==> src/rtl/core/password_door_lock_controller_unit_macros.svh <==
// assertion macros shared by the door lock controller rtl
`ifndef PASSWORD_DOOR_LOCK_CONTROLLER_UNIT_MACROS_SVH
`define PASSWORD_DOOR_LOCK_CONTROLLER_UNIT_MACROS_SVH

// same-cycle implication, checked while out of reset
`define PDLC_ASSERT_SAME(label, clk, rstn, ante, cons) \
    label: assert property (@(posedge clk) disable iff (!(rstn)) (ante) |-> (cons)) \
        else $error("pdlc same-cycle check failed");

// next-cycle implication, checked while out of reset
`define PDLC_ASSERT_NEXT(label, clk, rstn, ante, cons) \
    label: assert property (@(posedge clk) disable iff (!(rstn)) (ante) |=> (cons)) \
        else $error("pdlc next-cycle check failed");

`endif

==> src/rtl/core/pdlc_pkg.sv <==
// shared types and constants of the door lock controller
package pdlc_pkg;

    // input kinds carried on s_tuser
    localparam logic CMD_BYTE = 1'b0;
    localparam logic CMD_TICK = 1'b1;

    // command characters
    localparam logic [7:0] CHAR_PLUS  = 8'h2B;
    localparam logic [7:0] CHAR_MINUS = 8'h2D;

    // motor drive codes
    localparam logic [1:0] MOTOR_STOP = 2'd0;
    localparam logic [1:0] MOTOR_CW   = 2'd1;
    localparam logic [1:0] MOTOR_ACW  = 2'd2;

    // configuration port
    localparam int CFG_IDX_W  = 3;
    localparam int CFG_DATA_W = 8;
    localparam logic [CFG_IDX_W-1:0] REG_OPEN_TICKS   = 3'd0;
    localparam logic [CFG_IDX_W-1:0] REG_HOLD_TICKS   = 3'd1;
    localparam logic [CFG_IDX_W-1:0] REG_CLOSE_TICKS  = 3'd2;
    localparam logic [CFG_IDX_W-1:0] REG_ALARM_TICKS  = 3'd3;
    localparam logic [CFG_IDX_W-1:0] REG_MAX_FAILURES = 3'd4;

    // register reset values
    localparam logic [7:0] OPEN_TICKS_RST   = 8'd15;
    localparam logic [7:0] HOLD_TICKS_RST   = 8'd3;
    localparam logic [7:0] CLOSE_TICKS_RST  = 8'd15;
    localparam logic [7:0] ALARM_TICKS_RST  = 8'd60;
    localparam logic [3:0] MAX_FAILURES_RST = 4'd3;

    // failure count saturation
    localparam logic [3:0] FAIL_SAT = 4'd15;

    // stream widths
    localparam int S_TDATA_W = 8;
    localparam int M_TDATA_W = 16;

    // send counts of one request
    localparam logic [1:0] NSEND_NONE = 2'd0;
    localparam logic [1:0] NSEND_ONE  = 2'd1;
    localparam logic [1:0] NSEND_TWO  = 2'd2;

    // all results of one request
    typedef struct packed {
        logic [1:0] nsend;
        logic [7:0] byte0;
        logic [7:0] byte1;
        logic [1:0] motor;
        logic       buzz;
    } pdlc_entry_t;

endpackage

==> src/rtl/core/pdlc_result_queue.sv <==
// two-entry result queue that splits each entry into one or two output results
module pdlc_result_queue (
    input  logic                               aclk,
    input  logic                               aresetn,
    input  logic                               push,
    input  pdlc_pkg::pdlc_entry_t              push_entry,
    output logic                               full,
    output logic                               m_tvalid,
    input  logic                               m_tready,
    output logic [pdlc_pkg::M_TDATA_W-1:0]     m_tdata,   // send_byte[7:0], motor_drive[9:8], alarm_on[10], zero
    output logic                               m_tuser,   // send_valid
    output logic                               m_tlast
);
    import pdlc_pkg::*;

    pdlc_entry_t entry_reg [2];
    logic        head_reg, head_next;
    logic        tail_reg, tail_next;
    logic [1:0]  count_reg, count_next;
    logic        part_reg, part_next;
    pdlc_entry_t head_entry;
    logic        two_sends;
    logic        pop;
    logic        out_fire;
    logic [7:0]  send_byte;

    // head entry decode
    assign head_entry = entry_reg[head_reg];
    assign two_sends  = head_entry.nsend == NSEND_TWO;
    assign m_tvalid   = count_reg != 2'd0;
    assign m_tlast    = !two_sends || part_reg;
    assign m_tuser    = head_entry.nsend != NSEND_NONE;
    assign send_byte  = part_reg ? head_entry.byte1 : head_entry.byte0;
    assign m_tdata    = {5'd0, head_entry.buzz, head_entry.motor, send_byte};
    assign full       = count_reg == 2'd2;

    // pointer and count update
    assign out_fire = m_tvalid && m_tready;
    assign pop      = out_fire && m_tlast;

    always_comb begin
        head_next  = pop ? ~head_reg : head_reg;
        tail_next  = push ? ~tail_reg : tail_reg;
        count_next = count_reg + {1'b0, push} - {1'b0, pop};
        part_next  = out_fire ? !m_tlast : part_reg;
    end

    // control registers
    always_ff @(posedge aclk) begin
        if (!aresetn) begin
            head_reg  <= 1'b0;
            tail_reg  <= 1'b0;
            count_reg <= 2'd0;
            part_reg  <= 1'b0;
        end else begin
            head_reg  <= head_next;
            tail_reg  <= tail_next;
            count_reg <= count_next;
            part_reg  <= part_next;
        end
    end

    // payload storage
    always_ff @(posedge aclk) begin
        if (push) begin
            entry_reg[tail_reg] <= push_entry;
        end
    end

endmodule

==> src/rtl/core/password_door_lock_controller_unit.sv <==
// top level of the door lock controller
// results of a request are registered in the result queue; a request with two results holds
// the output until both are taken; throughput: one request per cycle while the queue is not full
// the password bytes sit in one memory of two banks, read into a register ahead of each byte
// reset: synchronous active-low aresetn returns to password setup, registers to defaults
`include "password_door_lock_controller_unit_macros.svh"

module password_door_lock_controller_unit #(
    parameter int PASS_LEN = 5
) (
    input  logic                               aclk,
    input  logic                               aresetn,
    input  logic                               s_tvalid,
    output logic                               s_tready,
    input  logic [pdlc_pkg::S_TDATA_W-1:0]     s_tdata,   // data_byte[7:0]
    input  logic                               s_tuser,   // cmd
    output logic                               m_tvalid,
    input  logic                               m_tready,
    output logic [pdlc_pkg::M_TDATA_W-1:0]     m_tdata,   // send_byte[7:0], motor_drive[9:8], alarm_on[10], zero
    output logic                               m_tuser,   // send_valid
    output logic                               m_tlast,
    input  logic                               cfg_we,
    input  logic [pdlc_pkg::CFG_IDX_W-1:0]     cfg_index,
    input  logic [pdlc_pkg::CFG_DATA_W-1:0]    cfg_data
);
    import pdlc_pkg::*;

    localparam int IDX_W     = (PASS_LEN > 1) ? $clog2(PASS_LEN) : 1;
    localparam int ADDR_W    = IDX_W + 1;
    localparam int MEM_DEPTH = 2 ** ADDR_W;
    localparam logic [IDX_W:0] LAST_IDX = (IDX_W + 1)'(PASS_LEN - 1);

    typedef enum logic [3:0] {
        PH_SETUP_FIRST   = 4'd0,
        PH_SETUP_CONFIRM = 4'd1,
        PH_IDLE          = 4'd2,
        PH_OPEN_ENTRY    = 4'd3,
        PH_CHG_VERIFY    = 4'd4,
        PH_CHG_FIRST     = 4'd5,
        PH_CHG_CONFIRM   = 4'd6,
        PH_MOTOR_CW      = 4'd7,
        PH_HOLD          = 4'd8,
        PH_MOTOR_ACW     = 4'd9,
        PH_ALARM         = 4'd10
    } phase_t;

    phase_t             phase_reg, phase_next;
    logic [IDX_W-1:0]   idx_reg, idx_next;
    logic               match_reg, match_next;
    logic [3:0]         fail_reg, fail_next;
    logic [7:0]         tick_reg, tick_next;
    logic               bank_reg, bank_next;
    logic [7:0]         open_ticks_reg;
    logic [7:0]         hold_ticks_reg;
    logic [7:0]         close_ticks_reg;
    logic [7:0]         alarm_ticks_reg;
    logic [3:0]         max_fail_reg;

    logic [7:0]         pass_mem [MEM_DEPTH];
    logic [7:0]         rd_data_reg;
    logic [ADDR_W-1:0]  rd_addr;
    logic [ADDR_W-1:0]  wr_addr;
    logic               wr_en;
    logic               rd_bank;

    logic               accept;
    logic               is_tick;
    logic [7:0]         in_byte;
    logic               idx_last;
    logic [IDX_W-1:0]   idx_inc;
    logic               match_now;
    logic [3:0]         fail_inc;
    logic               fail_alarm;
    logic [7:0]         tick_limit;
    logic               tick_done;
    logic               q_full;
    pdlc_entry_t        q_entry;

    // input handshake
    assign s_tready = aresetn && !q_full;
    assign accept   = s_tvalid && s_tready;
    assign is_tick  = s_tuser == CMD_TICK;
    assign in_byte  = s_tdata;

    // byte position and running compare
    assign idx_last  = {1'b0, idx_reg} >= LAST_IDX;
    assign idx_inc   = idx_last ? '0 : idx_reg + 1'b1;
    assign match_now = (idx_reg == '0) ? (rd_data_reg == in_byte)
                                       : (match_reg && (rd_data_reg == in_byte));

    // failure counting
    assign fail_inc   = (fail_reg == FAIL_SAT) ? FAIL_SAT : fail_reg + 4'd1;
    assign fail_alarm = fail_inc >= max_fail_reg;

    // tick limit of the timed phase
    always_comb begin
        case (phase_reg)
            PH_MOTOR_CW:  tick_limit = open_ticks_reg;
            PH_HOLD:      tick_limit = hold_ticks_reg;
            PH_MOTOR_ACW: tick_limit = close_ticks_reg;
            default:      tick_limit = alarm_ticks_reg;
        endcase
    end
    assign tick_done = ({1'b0, tick_reg} + 9'd1) >= {1'b0, tick_limit};

    // next state and results of one request
    always_comb begin
        phase_next    = phase_reg;
        idx_next      = idx_reg;
        match_next    = match_reg;
        fail_next     = fail_reg;
        tick_next     = tick_reg;
        bank_next     = bank_reg;
        wr_en         = 1'b0;
        q_entry.nsend = NSEND_NONE;
        q_entry.byte0 = 8'd0;
        q_entry.byte1 = 8'd0;
        if (accept) begin
            if (is_tick) begin
                case (phase_reg)
                    PH_MOTOR_CW, PH_HOLD, PH_MOTOR_ACW, PH_ALARM: begin
                        if (tick_done) begin
                            tick_next = 8'd0;
                            case (phase_reg)
                                PH_MOTOR_CW:  phase_next = PH_HOLD;
                                PH_HOLD:      phase_next = PH_MOTOR_ACW;
                                default:      phase_next = PH_IDLE;
                            endcase
                        end else begin
                            tick_next = tick_reg + 8'd1;
                        end
                    end
                    PH_SETUP_FIRST, PH_SETUP_CONFIRM, PH_IDLE, PH_OPEN_ENTRY,
                    PH_CHG_VERIFY, PH_CHG_FIRST, PH_CHG_CONFIRM: begin
                    end
                    default: begin
                        idx_next   = '0;
                        phase_next = PH_IDLE;
                    end
                endcase
            end else begin
                case (phase_reg)
                    PH_SETUP_FIRST, PH_CHG_FIRST: begin
                        wr_en    = 1'b1;
                        idx_next = idx_inc;
                        if (idx_last) begin
                            phase_next = (phase_reg == PH_SETUP_FIRST) ? PH_SETUP_CONFIRM
                                                                       : PH_CHG_CONFIRM;
                        end
                    end
                    PH_SETUP_CONFIRM, PH_CHG_CONFIRM: begin
                        idx_next   = idx_inc;
                        match_next = match_now;
                        if (idx_last) begin
                            q_entry.nsend = NSEND_ONE;
                            q_entry.byte0 = {7'd0, match_now};
                            if (match_now) begin
                                bank_next  = ~bank_reg;
                                phase_next = PH_IDLE;
                            end else begin
                                phase_next = (phase_reg == PH_SETUP_CONFIRM) ? PH_SETUP_FIRST
                                                                             : PH_IDLE;
                            end
                        end
                    end
                    PH_IDLE: begin
                        idx_next = '0;
                        if (in_byte == CHAR_PLUS) begin
                            phase_next = PH_OPEN_ENTRY;
                        end else if (in_byte == CHAR_MINUS) begin
                            phase_next = PH_CHG_VERIFY;
                        end
                    end
                    PH_OPEN_ENTRY, PH_CHG_VERIFY: begin
                        idx_next   = idx_inc;
                        match_next = match_now;
                        if (idx_last) begin
                            q_entry.byte0 = {7'd0, match_now};
                            if (match_now) begin
                                q_entry.nsend = NSEND_ONE;
                                fail_next     = 4'd0;
                                if (phase_reg == PH_OPEN_ENTRY) begin
                                    tick_next  = 8'd0;
                                    phase_next = PH_MOTOR_CW;
                                end else begin
                                    phase_next = PH_CHG_FIRST;
                                end
                            end else begin
                                // wrong password: flag then failure count
                                q_entry.nsend = NSEND_TWO;
                                q_entry.byte1 = {4'd0, fail_inc};
                                if (fail_alarm) begin
                                    fail_next  = 4'd0;
                                    tick_next  = 8'd0;
                                    phase_next = PH_ALARM;
                                end else begin
                                    fail_next  = fail_inc;
                                    phase_next = PH_IDLE;
                                end
                            end
                        end
                    end
                    PH_MOTOR_CW, PH_HOLD, PH_MOTOR_ACW, PH_ALARM: begin
                    end
                    default: begin
                        idx_next   = '0;
                        phase_next = PH_IDLE;
                    end
                endcase
            end
        end
        q_entry.motor = (phase_next == PH_MOTOR_CW)  ? MOTOR_CW  :
                        (phase_next == PH_MOTOR_ACW) ? MOTOR_ACW : MOTOR_STOP;
        q_entry.buzz  = phase_next == PH_ALARM;
    end

    // confirm phases read the entry bank, the others the stored bank
    assign rd_bank = ((phase_next == PH_SETUP_CONFIRM) || (phase_next == PH_CHG_CONFIRM))
                     ? ~bank_next : bank_next;
    assign rd_addr = {rd_bank, idx_next};
    assign wr_addr = {~bank_reg, idx_reg};

    // password memory with write-to-read forwarding
    always_ff @(posedge aclk) begin
        if (wr_en) begin
            pass_mem[wr_addr] <= in_byte;
        end
        if (wr_en && (wr_addr == rd_addr)) begin
            rd_data_reg <= in_byte;
        end else begin
            rd_data_reg <= pass_mem[rd_addr];
        end
    end

    // control state
    always_ff @(posedge aclk) begin
        if (!aresetn) begin
            phase_reg <= PH_SETUP_FIRST;
            idx_reg   <= '0;
            match_reg <= 1'b1;
            fail_reg  <= 4'd0;
            tick_reg  <= 8'd0;
            bank_reg  <= 1'b0;
        end else begin
            phase_reg <= phase_next;
            idx_reg   <= idx_next;
            match_reg <= match_next;
            fail_reg  <= fail_next;
            tick_reg  <= tick_next;
            bank_reg  <= bank_next;
        end
    end

    // configuration registers
    always_ff @(posedge aclk) begin
        if (!aresetn) begin
            open_ticks_reg  <= OPEN_TICKS_RST;
            hold_ticks_reg  <= HOLD_TICKS_RST;
            close_ticks_reg <= CLOSE_TICKS_RST;
            alarm_ticks_reg <= ALARM_TICKS_RST;
            max_fail_reg    <= MAX_FAILURES_RST;
        end else if (cfg_we) begin
            case (cfg_index)
                REG_OPEN_TICKS:   open_ticks_reg  <= cfg_data;
                REG_HOLD_TICKS:   hold_ticks_reg  <= cfg_data;
                REG_CLOSE_TICKS:  close_ticks_reg <= cfg_data;
                REG_ALARM_TICKS:  alarm_ticks_reg <= cfg_data;
                REG_MAX_FAILURES: max_fail_reg    <= cfg_data[3:0];
                default: begin
                end
            endcase
        end
    end

    // result queue
    pdlc_result_queue u_queue (
        .aclk       (aclk),
        .aresetn    (aresetn),
        .push       (accept),
        .push_entry (q_entry),
        .full       (q_full),
        .m_tvalid   (m_tvalid),
        .m_tready   (m_tready),
        .m_tdata    (m_tdata),
        .m_tuser    (m_tuser),
        .m_tlast    (m_tlast)
    );

    // assertions
    `PDLC_ASSERT_NEXT(a_alarm_ignores_bytes, aclk, aresetn, accept && !is_tick && (phase_reg == PH_ALARM), phase_reg == PH_ALARM)
    `PDLC_ASSERT_SAME(a_idx_clear_when_waiting, aclk, aresetn, (phase_reg == PH_IDLE) || (phase_reg == PH_ALARM), idx_reg == '0)
    `PDLC_ASSERT_NEXT(a_bank_flips_on_confirm, aclk, aresetn, !(accept && !is_tick && ((phase_reg == PH_SETUP_CONFIRM) || (phase_reg == PH_CHG_CONFIRM))), $stable(bank_reg))
    `PDLC_ASSERT_SAME(a_buzzer_motor_apart, aclk, aresetn, accept && q_entry.buzz, q_entry.motor == MOTOR_STOP)

endmodule
==> config.mk <==
export PLATFORM = sky130hd
export DESIGN_NAME = password_door_lock_controller_unit
export DESIGN_NICKNAME = d
export VERILOG_FILES = /design/src/rtl/core/pdlc_pkg.sv /design/src/rtl/core/pdlc_result_queue.sv /design/src/rtl/core/password_door_lock_controller_unit.sv
export VERILOG_INCLUDE_DIRS = /design/src /design/src/rtl/core
export SDC_FILE = /design/constraint.sdc
export NUM_CORES = 1
export LEC_CHECK = 0
export BUFFER_PORTS_ARGS = -buffer_cell sky130_fd_sc_hd__buf_2
export CORE_MARGIN = 10
export CORE_UTILIZATION = 57
export CTS_BUF_LIST = sky130_fd_sc_hd__clkbuf_4 sky130_fd_sc_hd__clkbuf_8
export CTS_CLUSTER_SIZE = 12
export DETAILED_ROUTE_END_ITERATION = 6
export PLACE_DENSITY = 0.75
export REMOVE_ABC_BUFFERS = 1
export SLEW_MARGIN = 10
export SYNTH_ARGS = -nofsm -noshare
export SYNTH_HDL_FRONTEND = slang
export SYNTH_SLANG_ARGS = --single-unit
==> constraint.sdc <==
create_clock -name aclk -period 8.9 [get_ports aclk]
set_clock_uncertainty 0.05 [all_clocks]
set_input_delay 1.335 -clock aclk [delete_from_list [all_inputs] [get_ports aclk]]
set_output_delay 1.335 -clock aclk [all_outputs]
set_load 0.02 [all_outputs]
Yosys cells after proc, flatten, opt, wreduce, memory -nomap -nowiden
Memories as Yosys holds them, arrays and structs flattened. A register that Yosys moved wholly into a read port is not among the register bits.
Cells that the tools add are included.
{"block": "totals", "output_inout_bits": 20, "latch_bits": 0, "romBits": 0, "mem_count": 2, "register_bits": 62, "word_cells": 153, "ramBits": 170, "inputBits": 25}
{"block": "op_classes", "mux": 61, "shifts": 0, "div": 0, "n_eq_ne": 27, "n_mul": 0, "order_cmp": 3, "n_reduce_logical": 34, "addsub": 6, "bitwise_logic": 5}
{"memory": "pass_mem", "words": 16, "word_bits": 8, "read_ports": 1, "rd_clocked_by_memory_dff": 1, "write_ports": 1, "line_no": "password_door_lock_controller_unit.sv:59", "rtl": "logic [7:0] pass_mem [MEM_DEPTH];"}
{"memory": "u_queue.entry_reg", "words": 2, "word_bits": 21, "read_ports": 1, "rd_clocked_by_memory_dff": 1, "write_ports": 1, "line_no": "pdlc_result_queue.sv:16", "rtl": "pdlc_entry_t entry_reg [2];"}
{"op": "$mux 8", "count": 10}
{"op": "$mux 4", "count": 14}
{"op": "$mux 18", "count": 3}
{"op": "$eq 4x3->1 const B", "count": 6}
{"op": "$eq 4x4->1 const B", "count": 6}
{"op": "$pmux 8 s3", "count": 1}
{"op": "$pmux 10 s2", "count": 1}
{"op": "$pmux 4 s5", "count": 1}
{"op": "$eq 8x6->1 const B", "count": 2}
{"op": "$mux 1", "count": 16}
{"op": "$pmux 4 s2", "count": 2}
{"op": "$mux 3", "count": 5}
{"op": "$mux 2", "count": 6}
{"op": "$reduce_or 11->1", "count": 1}
{"op": "$reduce_and 2->1", "count": 5}
{"op": "$add 8x1->9 const B", "count": 1}
{"op": "$ge 9x8->1", "count": 1}
{"op": "$mux 9", "count": 1}
{"op": "$add 8x1->8 const B", "count": 1}
{"op": "$eq 4x1->1 const B", "count": 2}
{"op": "$eq 4x2->1 const B", "count": 2}
{"op": "$eq 8x8->1", "count": 1}
{"op": "$reduce_bool 2->1", "count": 4}
{"op": "$reduce_or 4->1", "count": 2}
{"op": "other kinds (26)", "count": 42}

Logic depth before layout (Yosys ltp)
Gate-level depths: netlist (run 1).
{"block": "depth", "depth_word": 12, "mapped_depth": 16, "mapped_depth_nobuf": 15}

Modules after synthesis
From an unflattened synthesis (run 1), not the netlist that was laid out.
{"block": "unflattened", "hier_cells": 802, "hier_area_um2": 10739.0}
{"mod": "password_door_lock_controller_unit", "n_inst": 1, "seq_area_each_um2": 5144.9, "cells_each": 705, "area_each_um2": 8839.7}
{"mod": "pdlc_result_queue", "n_inst": 1, "seq_area_each_um2": 1381.3, "cells_each": 97, "area_each_um2": 1899.3}

Worst setup path after synthesis (run 1)
No wires, ideal clock.
{"block": "synth_timing", "kind": "register to register", "startpoint": "register phase_reg[0]", "endpoint": "register rd_data_reg[0] (read register of pass_mem)", "synth_period_minus_slack_ns": 4.037, "n_path_buf": 3, "setup_slack_ns": 4.863, "required_time_ns": 8.778, "setup_ns": 0.072, "stages_incl_launch_ff": 17, "t_arrival_ns": 3.915, "path_cell_list": "dfxtp_1 -> clkbuf_1 -> clkbuf_1 -> buf_2 -> mux2i_1 -> nor2_1 -> a221o_1 -> ha_1 -> nand2b_1 -> a31oi_1 -> o211ai_2 -> o21ai_0 -> nand4_1 -> a211oi_1 -> a2bb2oi_2 -> xnor2_4 -> mux2i_1"}
{"block": "synth_between", "elab_chain_len": 10, "word_cells_on_any_way": 48, "classes_between": "order compare (1); eq/ne (12); mux (25); bitwise (1); reduce/logical (9)"}
{"element": "start: declaration", "line_no": "password_door_lock_controller_unit.sv:47", "rtl": "phase_t phase_reg, phase_next;"}
{"element": "start signal: assignment", "line_no": "password_door_lock_controller_unit.sv:245", "rtl": "phase_reg <= phase_next;"}
{"element": "$eq 4x4->1 (tied with other cells)", "line_no": "password_door_lock_controller_unit.sv:97, password_door_lock_controller_unit.sv:120, password_door_lock_controller_unit.sv:142"}
{"element": "$pmux 8 s3 (tied with other cells)", "line_no": "password_door_lock_controller_unit.sv:97", "rtl": "case (phase_reg)"}
{"element": "$ge 9x8->1 (tied with other cells)", "line_no": "password_door_lock_controller_unit.sv:104", "rtl": "assign tick_done = ({1'b0, tick_reg} + 9'd1) >= {1'b0, tick_limit};"}
{"element": "$mux 4, on equally long branches", "line_no": "password_door_lock_controller_unit.sv:122, password_door_lock_controller_unit.sv:154, password_door_lock_controller_unit.sv:177"}
{"element": "$pmux 4 s2 or $pmux 4 s5 (tied branches)", "line_no": "password_door_lock_controller_unit.sv:120, password_door_lock_controller_unit.sv:142"}
{"element": "$mux 4", "line_no": "password_door_lock_controller_unit.sv:119", "rtl": "if (is_tick) begin"}
{"element": "$mux 4", "line_no": "password_door_lock_controller_unit.sv:118", "rtl": "if (accept) begin"}
{"element": "$eq 4x1->1 or $eq 4x3->1 (tied branches)", "line_no": "password_door_lock_controller_unit.sv:218", "rtl": "assign rd_bank = ((phase_next == PH_SETUP_CONFIRM) || (phase_next == PH_CHG_CONFIRM))"}
{"element": "$logic_or 1x1->1", "line_no": "password_door_lock_controller_unit.sv:218"}
{"element": "$mux 1", "line_no": "password_door_lock_controller_unit.sv:219", "rtl": "? ~bank_next : bank_next;"}
{"element": "end: declaration", "line_no": "password_door_lock_controller_unit.sv:60", "rtl": "logic [7:0] rd_data_reg;"}
Parallel ways exist; a longest one is shown, timed or not.
A chain may end at the register's enable or synchronous reset.

Final worst setup path (run 1)
{"block": "layout_timing", "startpoint": "register phase_reg[3]", "endpoint": "register rd_data_reg[3] (read register of pass_mem)"}
Same word-level chain as after synthesis.

==> run_results.csv, run 1 <==
group,metric,value,unit
critical_path,crit_cells,14,
timing,hold_violations,0,
timing,slew_headroom,23.6,%
drt,drc_errors,0,
timing,worst_slew_pin_slew,1.14,ns
floorplanning,rows,48,
final_layout,fin_nets,1044,
timing,post-route-period-util,52.1,%
logic_synthesis,post-synth-top-count-cell,"nand2_1",
global_route,antenna_found_initial,0,
logic_synthesis,synth_top_area_share,44.0,%
worst_hold_path,hold_path_depth,2,
critical_path,critPathSlowestCell,"dfxtp_1",
cts,cts_made_buffers,36,
cts,cts_root_buf,"clkbuf_8",
final_layout,antennaDiodeCount,0,
drt,routed_wirelength,22.3,mm
timing,final-setup-viol-count,0,
drt,ant_nets,0,
drt,via_count,7225,
final_layout,final_layout_size_suffix_gt1_share,12.5,%
global_route,grt_pass1_vias,6839,
logic_synthesis,synth_flop_cell,"edfxtp_1",
critical_path,worstSetupEndpointType,"register",
logic_synthesis,synth.distinct_cells,76,
floorplanning,io_pins,45,
placed_design,port_buffers,35,
cts,insertion_delay,0.54,ns
placed_design,gp_congestion,0.862,
floorplanning,die_y,153,um
cts,cts_sinks,219,
critical_path,critPathKind,"reg2reg",
critical_path,worstPathArrival,5.06,ns
cts,cts_hold_buf,0,
logic_synthesis,ys_top_cells_by_count,"228 x nand2_1, 148 x edfxtp_1, 91 x nand3_1",
power_and_ir_drop,cellPowerDensity,206,nW/um2
final_layout,largest_reg_flops,128,
placed_design,place_ws,3.94,ns
drt,drt_first_iter_violations,725,
timing,max_freq,215,MHz
timing,tns,0,ns
drt,dr.pass1.iters,5,
critical_path,crit_chain,"inv_1, and3_1, nor2_1, a221oi_1, ha_1, a21o_1, a31oi_1, o211ai_2, o21ai_0, nand4_1, a211oi_1, a2bb2oi_2, xnor2_4, mux2i_1",
worst_hold_path,hold_path_class,"reg2reg",
logic_synthesis,async_reset_ff_share,0,%
drt,viasPerCell,5.80,
global_route,globalRouteOverflowTotal,0,
cts,cts_resized,0,
floorplanning,core,17400,um2
critical_path,critPathMaxStageDelay,0.64,ns
cts,post_cts_buffers,0,
logic_synthesis,ys_warn_count,0,
global_route,grtUsageTotal,18.2,%
power_and_ir_drop,p_leak,4.09,nW
logic_synthesis,synth-edff-count,148,
logic_synthesis,ys_seq_area_share,58.1,%
logic_synthesis,synth_area_leaders,"edfxtp_1 44%, dfxtp_1 14%, nand2_1 8.5%",
floorplanning,die_w,153,um
critical_path,cp_top_family,"compound AO/OA/AOI/OAI gates",
global_route,grt_max_degree,66,
floorplanning,start_util,58.2,%
cts,htreeDepth,2,
logic_synthesis,postSynthAreaPerCell,10.4,um2
critical_path,cp.required,9.32,ns
timing,slew_viol_final,0,
drt,wl_per_cell,17.9,um
critical_path,reg2reg_depth,14,
logic_synthesis,synthCells,968,
power_and_ir_drop,peakVddDrop,169,uV
cts,clk_path_buf_depth,3,
logic_synthesis,ys_ff_latch,219,
timing,finalWorstSetupSlack,4.26,ns
critical_path,worstPathMaxFanout,17,
cts,tritoncts,"done",
placed_design,dpl.hpwl,14.7,mm
critical_path,start_kind,"register",
global_route,grt_pass1_wl,35.5,mm
timing,grt_setup_unrepaired,"no",
run_status,outcome,"finished clean",
critical_path,worst-path-buf-inv,1,
logic_synthesis,synth_area,10100,um2
cts,clkTransAtPathRegs,0.06,ns
timing,period_needed,4.64,ns
logic_synthesis,yosys.area.top_type,"edfxtp_1",
floorplanning,die_area,23400,um2
flow_run,cap_violations,0,
final_layout,area_delta_synth_final,9.76,%
## layout by cell type, fill, tap and decap left out, types with 3 or more instances in the layout
cell type,synthesis,final
a21boi_0,22,22
a21o_1,5,5
a21oi_1,12,12
a221oi_1,7,7
a22oi_1,5,4
a31oi_1,3,3
and2_1,19,19
and3_1,13,13
buf_2,4,35
buf_4,9,7
clkbuf_4,0,18
clkbuf_8,0,38
conb_1,1,9
dfxtp_1,71,71
edfxtp_1,148,148
ha_1,20,20
inv_1,19,19
mux2_2,3,3
mux2i_1,23,23
nand2_1,228,228
nand2b_1,9,9
nand3_1,91,91
nand4_1,23,23
nor2_1,51,50
nor2b_1,22,21
nor3_1,15,14
nor4_1,3,3
o211ai_1,4,4
o21a_1,8,8
o21ai_0,11,11
o21ai_1,3,3
or2_2,3,3
xnor2_1,16,16
xor2_1,3,3
## logic make-up after synthesis
group	Yosys count	synth area share, %
AOI/OAI and AO/OA	106	8.04
xor gates and xnor gates	20	1.92
adders and majority gates	21	2.58
buffers and inverters	77	3.57
DFF	219	58.1
muxes	27	2.84
other	1	0.0371
and+or+nand+nor	497	22.9
## power breakdown
group	total (W)	internal, W	switching (W)
clock	0.000881	0.000499	0.000382
sequential	0.00115	0.00112	0.0000264
combinational	0.000261	0.000100	0.000161
## through the flow
stage	hold WS [ns]	std cells	instance area (um2)	utilization [%]	total power (W)
2_1_floorplan	0.388	919	9840	-	0.00134
3_3_place_gp	0.401	1186	10400	59.7	0.00142
3_5_place_dp	0.404	1186	10400	59.7	0.00143
4_1_cts	0.417	1246	11100	63.8	0.00230
5_1_grt	0.431	1246	11100	63.9	0.00238
6_report	0.418	1246	11100	63.9	0.00229
## layout make-up
class / count / area (um2)
clock buffers: 56 / 658
repair buffers: 42 / 228
inverters: 20 / 75.1
fillers: 1391 / 6270
multi-input cells: 680 / 3920
flip-flops and latches: 219 / 5870
clock inverters: 4 / 57.6
well taps: 225 / 282
## metal layers
| metal | GRT usage (%) | wire length [um] | up-vias |
|---|---|---|---|
| met5 | 0 | 0 | - |
| met4 | 5.00 | 298 | 0 |
| met3 | 4.18 | 1710 | 26 |
| met2 | 27.8 | 10100 | 272 |
| met1 | 25.4 | 10100 | 3450 |
| li1 | - | - | 3477 |
## path summary, 6_finish.rpt
check | start | to | slack [ns]
hold reg to reg | close_ticks_reg[0] | close_ticks_reg[0] | 0.42
hold / removal | close_ticks_reg[0] | close_ticks_reg[0] | 0.42
setup / recovery | phase_reg[3] | rd_data_reg[3] | 4.26
setup reg to reg | phase_reg[3] | rd_data_reg[3] | 4.26
## worst reg2reg max path, stage by stage (launching register included)
cell and delay [ns]:
dfxtp_1 0.64, inv_1 0.26, and3_1 0.35, nor2_1 0.46, a221oi_1 0.16, ha_1 0.32
a21o_1 0.15, a31oi_1 0.17, o211ai_2 0.16, o21ai_0 0.56, nand4_1 0.23, a211oi_1 0.30
a2bb2oi_2 0.29, xnor2_4 0.24, mux2i_1 0.23
(Power assumes the default switching activity.)
==> run 2, diff against run 1 <==
==> constraint.sdc (replaced) <==
create_clock -name aclk -period 4.8 [get_ports aclk]
set_clock_uncertainty 0.05 [all_clocks]
set_input_delay 0.72 -clock aclk [delete_from_list [all_inputs] [get_ports aclk]]
set_output_delay 0.72 -clock aclk [all_outputs]
set_load 0.02 [all_outputs]
==> run 2 against run 1 <==
Core utilization grew 0.63 points. Critical path depth stayed put. Register-to-register slack got worse by 3.9 ns. Die area did not move. Clock power grew 90%.
==> run_results.csv, run 2 (synthesized netlist as in run 1, its figures left out) <==
group,metric,value,unit
global_route,grtUsageTotal,18.7,%
power_and_ir_drop,cellPowerDensity,382,nW/um2
cts,insertion_delay,0.54,ns
cts,clkTransAtPathRegs,0.06,ns
global_route,grt_pass1_wl,36.0,mm
worst_hold_path,hold_path_depth,2,
drt,ant_nets,0,
global_route,grt_pass1_vias,7093,
timing,finalWorstSetupSlack,0.393,ns
drt,routed_wirelength,22.4,mm
power_and_ir_drop,p_leak,4.16,nW
final_layout,register_area,5870,um2
floorplanning,die_area,23400,um2
floorplanning,io_pins,45,
timing,slew_viol_final,0,
critical_path,crit_chain,"and2_1, and3_1, nor2_1, a221oi_1, ha_1, a211oi_1, o21ai_1, or2_1, o22a_1, a32oi_4, and4_1, a2bb2oi_2, xnor2_4, mux2i_1",
placed_design,gp_congestion,0.929,
final_layout,antennaDiodeCount,0,
critical_path,reg2reg_slack,0.39,ns
final_layout,instances_no_fill,1261,
final_layout,nFillCells,1398,
timing,max_freq,227,MHz
worst_hold_path,min_from,"close_ticks_reg[6]",
global_route,globalRouteOverflowTotal,0,
floorplanning,rows,48,
placed_design,dp.cells,1194,
run_status,outcome,"finished clean",
cts,cts_sinks,219,
final_layout,fin_nets,1053,
critical_path,worstPathArrival,4.82,ns
final_layout,layout_commonest_cell,"nand2_1",
global_route,grt_max_degree,65,
timing,period_needed,4.41,ns
critical_path,r2r-start,"phase_reg[1]",
worst_hold_path,hold_path_class,"reg2reg",
cts,cts_resized,0,
critical_path,worstPathMaxFanout,17,
critical_path,critPathSlowestCell,"dfxtp_1",
floorplanning,die_w,153,um
timing,tns,0,ns
final_layout,final_core_util,64.5,%
cts,cts_made_buffers,37,
critical_path,regToRegEndpoint,"rd_data_reg[1]",
final_layout,area_delta_synth_final,10.9,%
global_route,antenna_found_initial,0,
power_and_ir_drop,peakVddDrop,232,uV
timing,post-route-period-util,91.8,%
final_layout,final_layout_size_suffix_gt1_share,13.5,%
timing,final-setup-viol-count,0,
floorplanning,core,17400,um2
cts,cts_root_buf,"clkbuf_8",
placed_design,place_ws,0.422,ns
floorplanning,die_y,153,um
drt,drc_errors,0,
drt,viasPerCell,5.78,
critical_path,reg2reg_depth,14,
flow_run,cap_violations,0,
critical_path,critPathMaxStageDelay,0.67,ns
final_layout,mostFrequentLayoutCells,"228 x nand2_1, 148 x edfxtp_1, 91 x nand3_1",
critical_path,start_kind,"register",
timing,slew_headroom,35.1,%
final_layout,largest_reg_flops,128,
placed_design,port_buffers,35,
drt,dr.pass1.iters,5,
cts,htreeDepth,2,
timing,grt_setup_unrepaired,"no",
critical_path,worstSetupEndpointType,"register",
timing,hold_violations,0,
critical_path,cp.required,5.21,ns
floorplanning,start_util,58.2,%
critical_path,critPathKind,"reg2reg",
drt,via_count,7289,
cts,clk_path_buf_depth,3,
timing,worst_slew_pin_slew,0.969,ns
cts,cts_hold_buf,0,
final_layout,multi_input_area,3910,um2
drt,wl_per_cell,17.8,um
placed_design,dpl.hpwl,14.5,mm
worst_hold_path,hold-path-endpoint,"close_ticks_reg[6]",
drt,drt_first_iter_violations,647,
cts,post_cts_buffers,0,
cts,tritoncts,"done",
## run 2: stage by stage
step	power, W	instance area, um2	hold slack (ns)
finish	0.00428	11200	0.415
detailed placement	0.00265	10400	0.404
floorplan	0.00248	9840	0.388
global placement	0.00264	10400	0.400
global route	0.00446	11200	0.425
CTS	0.00432	11200	0.399
## run 2: how the worst max path moves through the flow
stage | to | slack (ns) | startpoint
2_1_floorplan | rd_data_reg[0] | 0.47 | phase_reg[0]
3_3_place_gp | rd_data_reg[6] | 0.55 | phase_reg[1]
3_5_place_dp | rd_data_reg[1] | 0.42 | phase_reg[1]
4_1_cts | rd_data_reg[1] | 0.43 | phase_reg[1]
5_1_grt | rd_data_reg[1] | 0.07 | phase_reg[1]
6_report | rd_data_reg[1] | 0.39 | phase_reg[1]
## run 2: metal layers
metal | global-route usage (%) | vias to the layer above | share of wire [%]
li1 | - | 3509 | -
met1 | 24.9 | 3456 | 45
met2 | 29.2 | 276 | 45
met3 | 4.49 | 48 | 8.3
met4 | 6.31 | 0 | 2.0
met5 | 0 | - | 0
## run 2: layout make-up
class / count / share of cell area [%]
Tap cell: 225 / 2.51
Clock inverter: 5 / 0.313
Timing Repair Buffer: 50 / 2.68
Inverter: 20 / 0.671
Sequential cell: 219 / 52.4
Clock buffer: 62 / 6.50
Multi-Input combinational cell: 680 / 34.9
## run 2: power breakdown
group / leakage, nW / switching [W] / internal, W / total (W)
Combinational: 1.83 / 0.000302 / 0.000192 / 0.000494
Sequential: 1.92 / 0.0000458 / 0.00207 / 0.00212
Clock: 0.416 / 0.000707 / 0.000960 / 0.00167
Total: 4.16 / 0.00106 / 0.00323 / 0.00428
## run 2: critical path, delay by kind of cell (launching register included)
family / cells / cell delay [ns]
flip-flops: 1 / 0.67
AND/OR/NAND/NOR: 5 / 1.35
adder cells (fa/ha/maj): 1 / 0.32
XOR/XNOR: 1 / 0.23
multiplexers: 1 / 0.24
AO/OA/AOI/OAI: 6 / 1.47
==> run 3, diff against run 2 <==
--- a/config.mk
+++ b/config.mk
@@ -8,11 +8,10 @@
 export LEC_CHECK = 0
 export BUFFER_PORTS_ARGS = -buffer_cell sky130_fd_sc_hd__buf_2
 export CORE_MARGIN = 10
-export CORE_UTILIZATION = 57
+export CORE_UTILIZATION = 45
 export CTS_BUF_LIST = sky130_fd_sc_hd__clkbuf_4 sky130_fd_sc_hd__clkbuf_8
 export CTS_CLUSTER_SIZE = 12
 export DETAILED_ROUTE_END_ITERATION = 6
-export PLACE_DENSITY = 0.75
 export REMOVE_ABC_BUFFERS = 1
 export SLEW_MARGIN = 10
 export SYNTH_ARGS = -nofsm -noshare
==> run 3 against run 2 <==
Critical path depth stayed put. Largest cell class unchanged. Hold slack better by 0.0038 ns. Critical path type unchanged. Sequential share of layout area is 0.61 points lower.
==> run_results.csv, run 3 (synthesized netlist as in run 1, its figures left out) <==
group,metric,value,unit
drt,drc_errors,0,
critical_path,reg2reg_depth,14,
final_layout,final_layout_size_suffix_gt1_share,13.7,%
timing,grt_setup_unrepaired,"no",
worst_hold_path,hold-path-endpoint,"close_ticks_reg[1]",
final_layout,antennaDiodeCount,0,
cts,cts_sinks,219,
critical_path,reg2reg_slack,0.59,ns
critical_path,startpoint,"phase_reg[2]",
timing,post-route-period-util,87.8,%
global_route,globalRouteOverflowTotal,0,
final_layout,area_delta_synth_final,12.2,%
timing,finalWorstSetupSlack,0.587,ns
floorplanning,io_pins,45,
timing,hold_violations,0,
final_layout,largest_reg_flops,128,
drt,viasPerCell,5.43,
cts,cts_hold_buf,0,
drt,routed_wirelength,23.6,mm
timing,slew_headroom,36.9,%
cts,cts_root_buf,"clkbuf_8",
global_route,met1_usage,23.7,%
cts,insertion_delay,0.53,ns
floorplanning,core,22000,um2
cts,post_cts_buffers,0,
cts,cts_resized,0,
timing,final-setup-viol-count,0,
global_route,busiest_layer,"met2",
worst_hold_path,hold_path_depth,2,
timing,max_freq,237,MHz
cts,cts_made_buffers,38,
worst_hold_path,hold_path_class,"reg2reg",
cts,clkTransAtPathRegs,0.06,ns
timing,worst_slew_pin_slew,0.943,ns
global_route,use_met3,2.58,%
global_route,met2_usage,24.2,%
global_route,grt_max_degree,65,
power_and_ir_drop,cellPowerDensity,389,nW/um2
cts,clk_path_buf_depth,3,
global_route,grt_pass1_wl,37.6,mm
placed_design,gp_congestion,0.858,
drt,wl_per_cell,17.9,um
floorplanning,die_y,170,um
final_layout,multi_input_area,3910,um2
floorplanning,rows,54,
drt,via_count,7162,
cts,htreeDepth,2,
global_route,antenna_found_initial,0,
critical_path,critPathKind,"reg2reg",
worst_hold_path,min_from,"close_ticks_reg[1]",
power_and_ir_drop,peakVddDrop,233,uV
flow_run,cap_violations,0,
global_route,grtUsageTotal,16.2,%
power_and_ir_drop,p_leak,4.17,nW
final_layout,register_area,5870,um2
power_and_ir_drop,p_total,0.00440,W
critical_path,worstPathArrival,4.60,ns
critical_path,r2r-start,"phase_reg[2]",
drt,ant_nets,0,
critical_path,start_kind,"register",
timing,tns,0,ns
timing,slew_viol_final,0,
timing,period_needed,4.21,ns
final_layout,nFillCells,1958,
run_status,outcome,"finished clean",
placed_design,dpl.hpwl,15.3,mm
floorplanning,die_area,28800,um2
cts,tritoncts,"done",
floorplanning,start_util,46.0,%
placed_design,place_ws,0.648,ns
final_layout,fin_nets,1056,
critical_path,worstSetupEndpointType,"register",
drt,drt_first_iter_violations,738,
critical_path,regToRegEndpoint,"rd_data_reg[2]",
global_route,grt_pass1_vias,6852,
critical_path,cp.required,5.19,ns
final_layout,layout_commonest_cell,"nand2_1",
critical_path,worstPathMaxFanout,21,
floorplanning,die_w,170,um
final_layout,mostFrequentLayoutCells,"228 x nand2_1, 148 x edfxtp_1, 91 x nand3_1",
placed_design,port_buffers,35,
drt,dr.pass1.iters,5,
run 3: cell count changes in the layout (fill, tap and decap cells not counted):
cell,change
inv_8,-1
bufinv_16,+2
clkinvlp_4,+4
buf_4,+2
clkinv_1,+2
clkbuf_4,-5
run 3: metal layers:
layer,share of wire [%],up-vias
li1,-,3513
met1,49,3421
met2,45,184
met3,4.8,44
met4,1.8,0
met5,0,-
run 3: worst max path at each step:
stage	slack (ns)	cells past startpoint	endpoint
after global routing	0.19	14	rd_data_reg[0]
after detailed placement	0.65	14	rd_data_reg[2]
final	0.59	14	rd_data_reg[2]
after floorplan	0.47	8	rd_data_reg[0]
after CTS	0.62	14	rd_data_reg[2]
after global placement	0.79	14	rd_data_reg[5]
run 3: worst max-delay path: stages, from the launching register on:
cell	delay (ns)
dfxtp_1	0.30
buf_4	0.21
and3_1	0.41
nor2_1	0.22
a221o_1	0.33
ha_1	0.26
nand2b_1	0.14
a31oi_1	0.20
o211ai_2	0.16
o21ai_0	0.56
nand4_1	0.23
a211oi_1	0.30
a2bb2oi_2	0.27
xnor2_4	0.23
mux2i_1	0.22
run 3: report_power, final:
| part | leakage [nW] | switching [W] | internal (W) |
|---|---|---|---|
| clock | 0.419 | 0.000741 | 0.00103 |
| sequential | 1.92 | 0.0000381 | 0.00207 |
| combinational | 1.84 | 0.000319 | 0.000195 |
| total | 4.17 | 0.00110 | 0.00330 |
run 3: through the flow:
| step | util, % | cells | instance area (um2) | hold slack, ns |
|---|---|---|---|---|
| floorplan | - | 919 | 9840 | 0.388 |
| global placement | 47.9 | 1251 | 10500 | 0.401 |
| detailed placement | 47.9 | 1251 | 10500 | 0.407 |
| CTS | 51.6 | 1320 | 11300 | 0.399 |
| global route | 51.6 | 1320 | 11300 | 0.423 |
| finish | 51.6 | 1320 | 11300 | 0.419 |
run 3: final cells by class:
type                    count  share of cell area (%)
repair buffers             52                    2.78
clock buffers              57                    6.10
multi-input cells         680                    34.5
clock inverters            12                    1.07
well taps                 280                    3.09
flip-flops and latches    219                    51.8
inverters                  20                   0.663
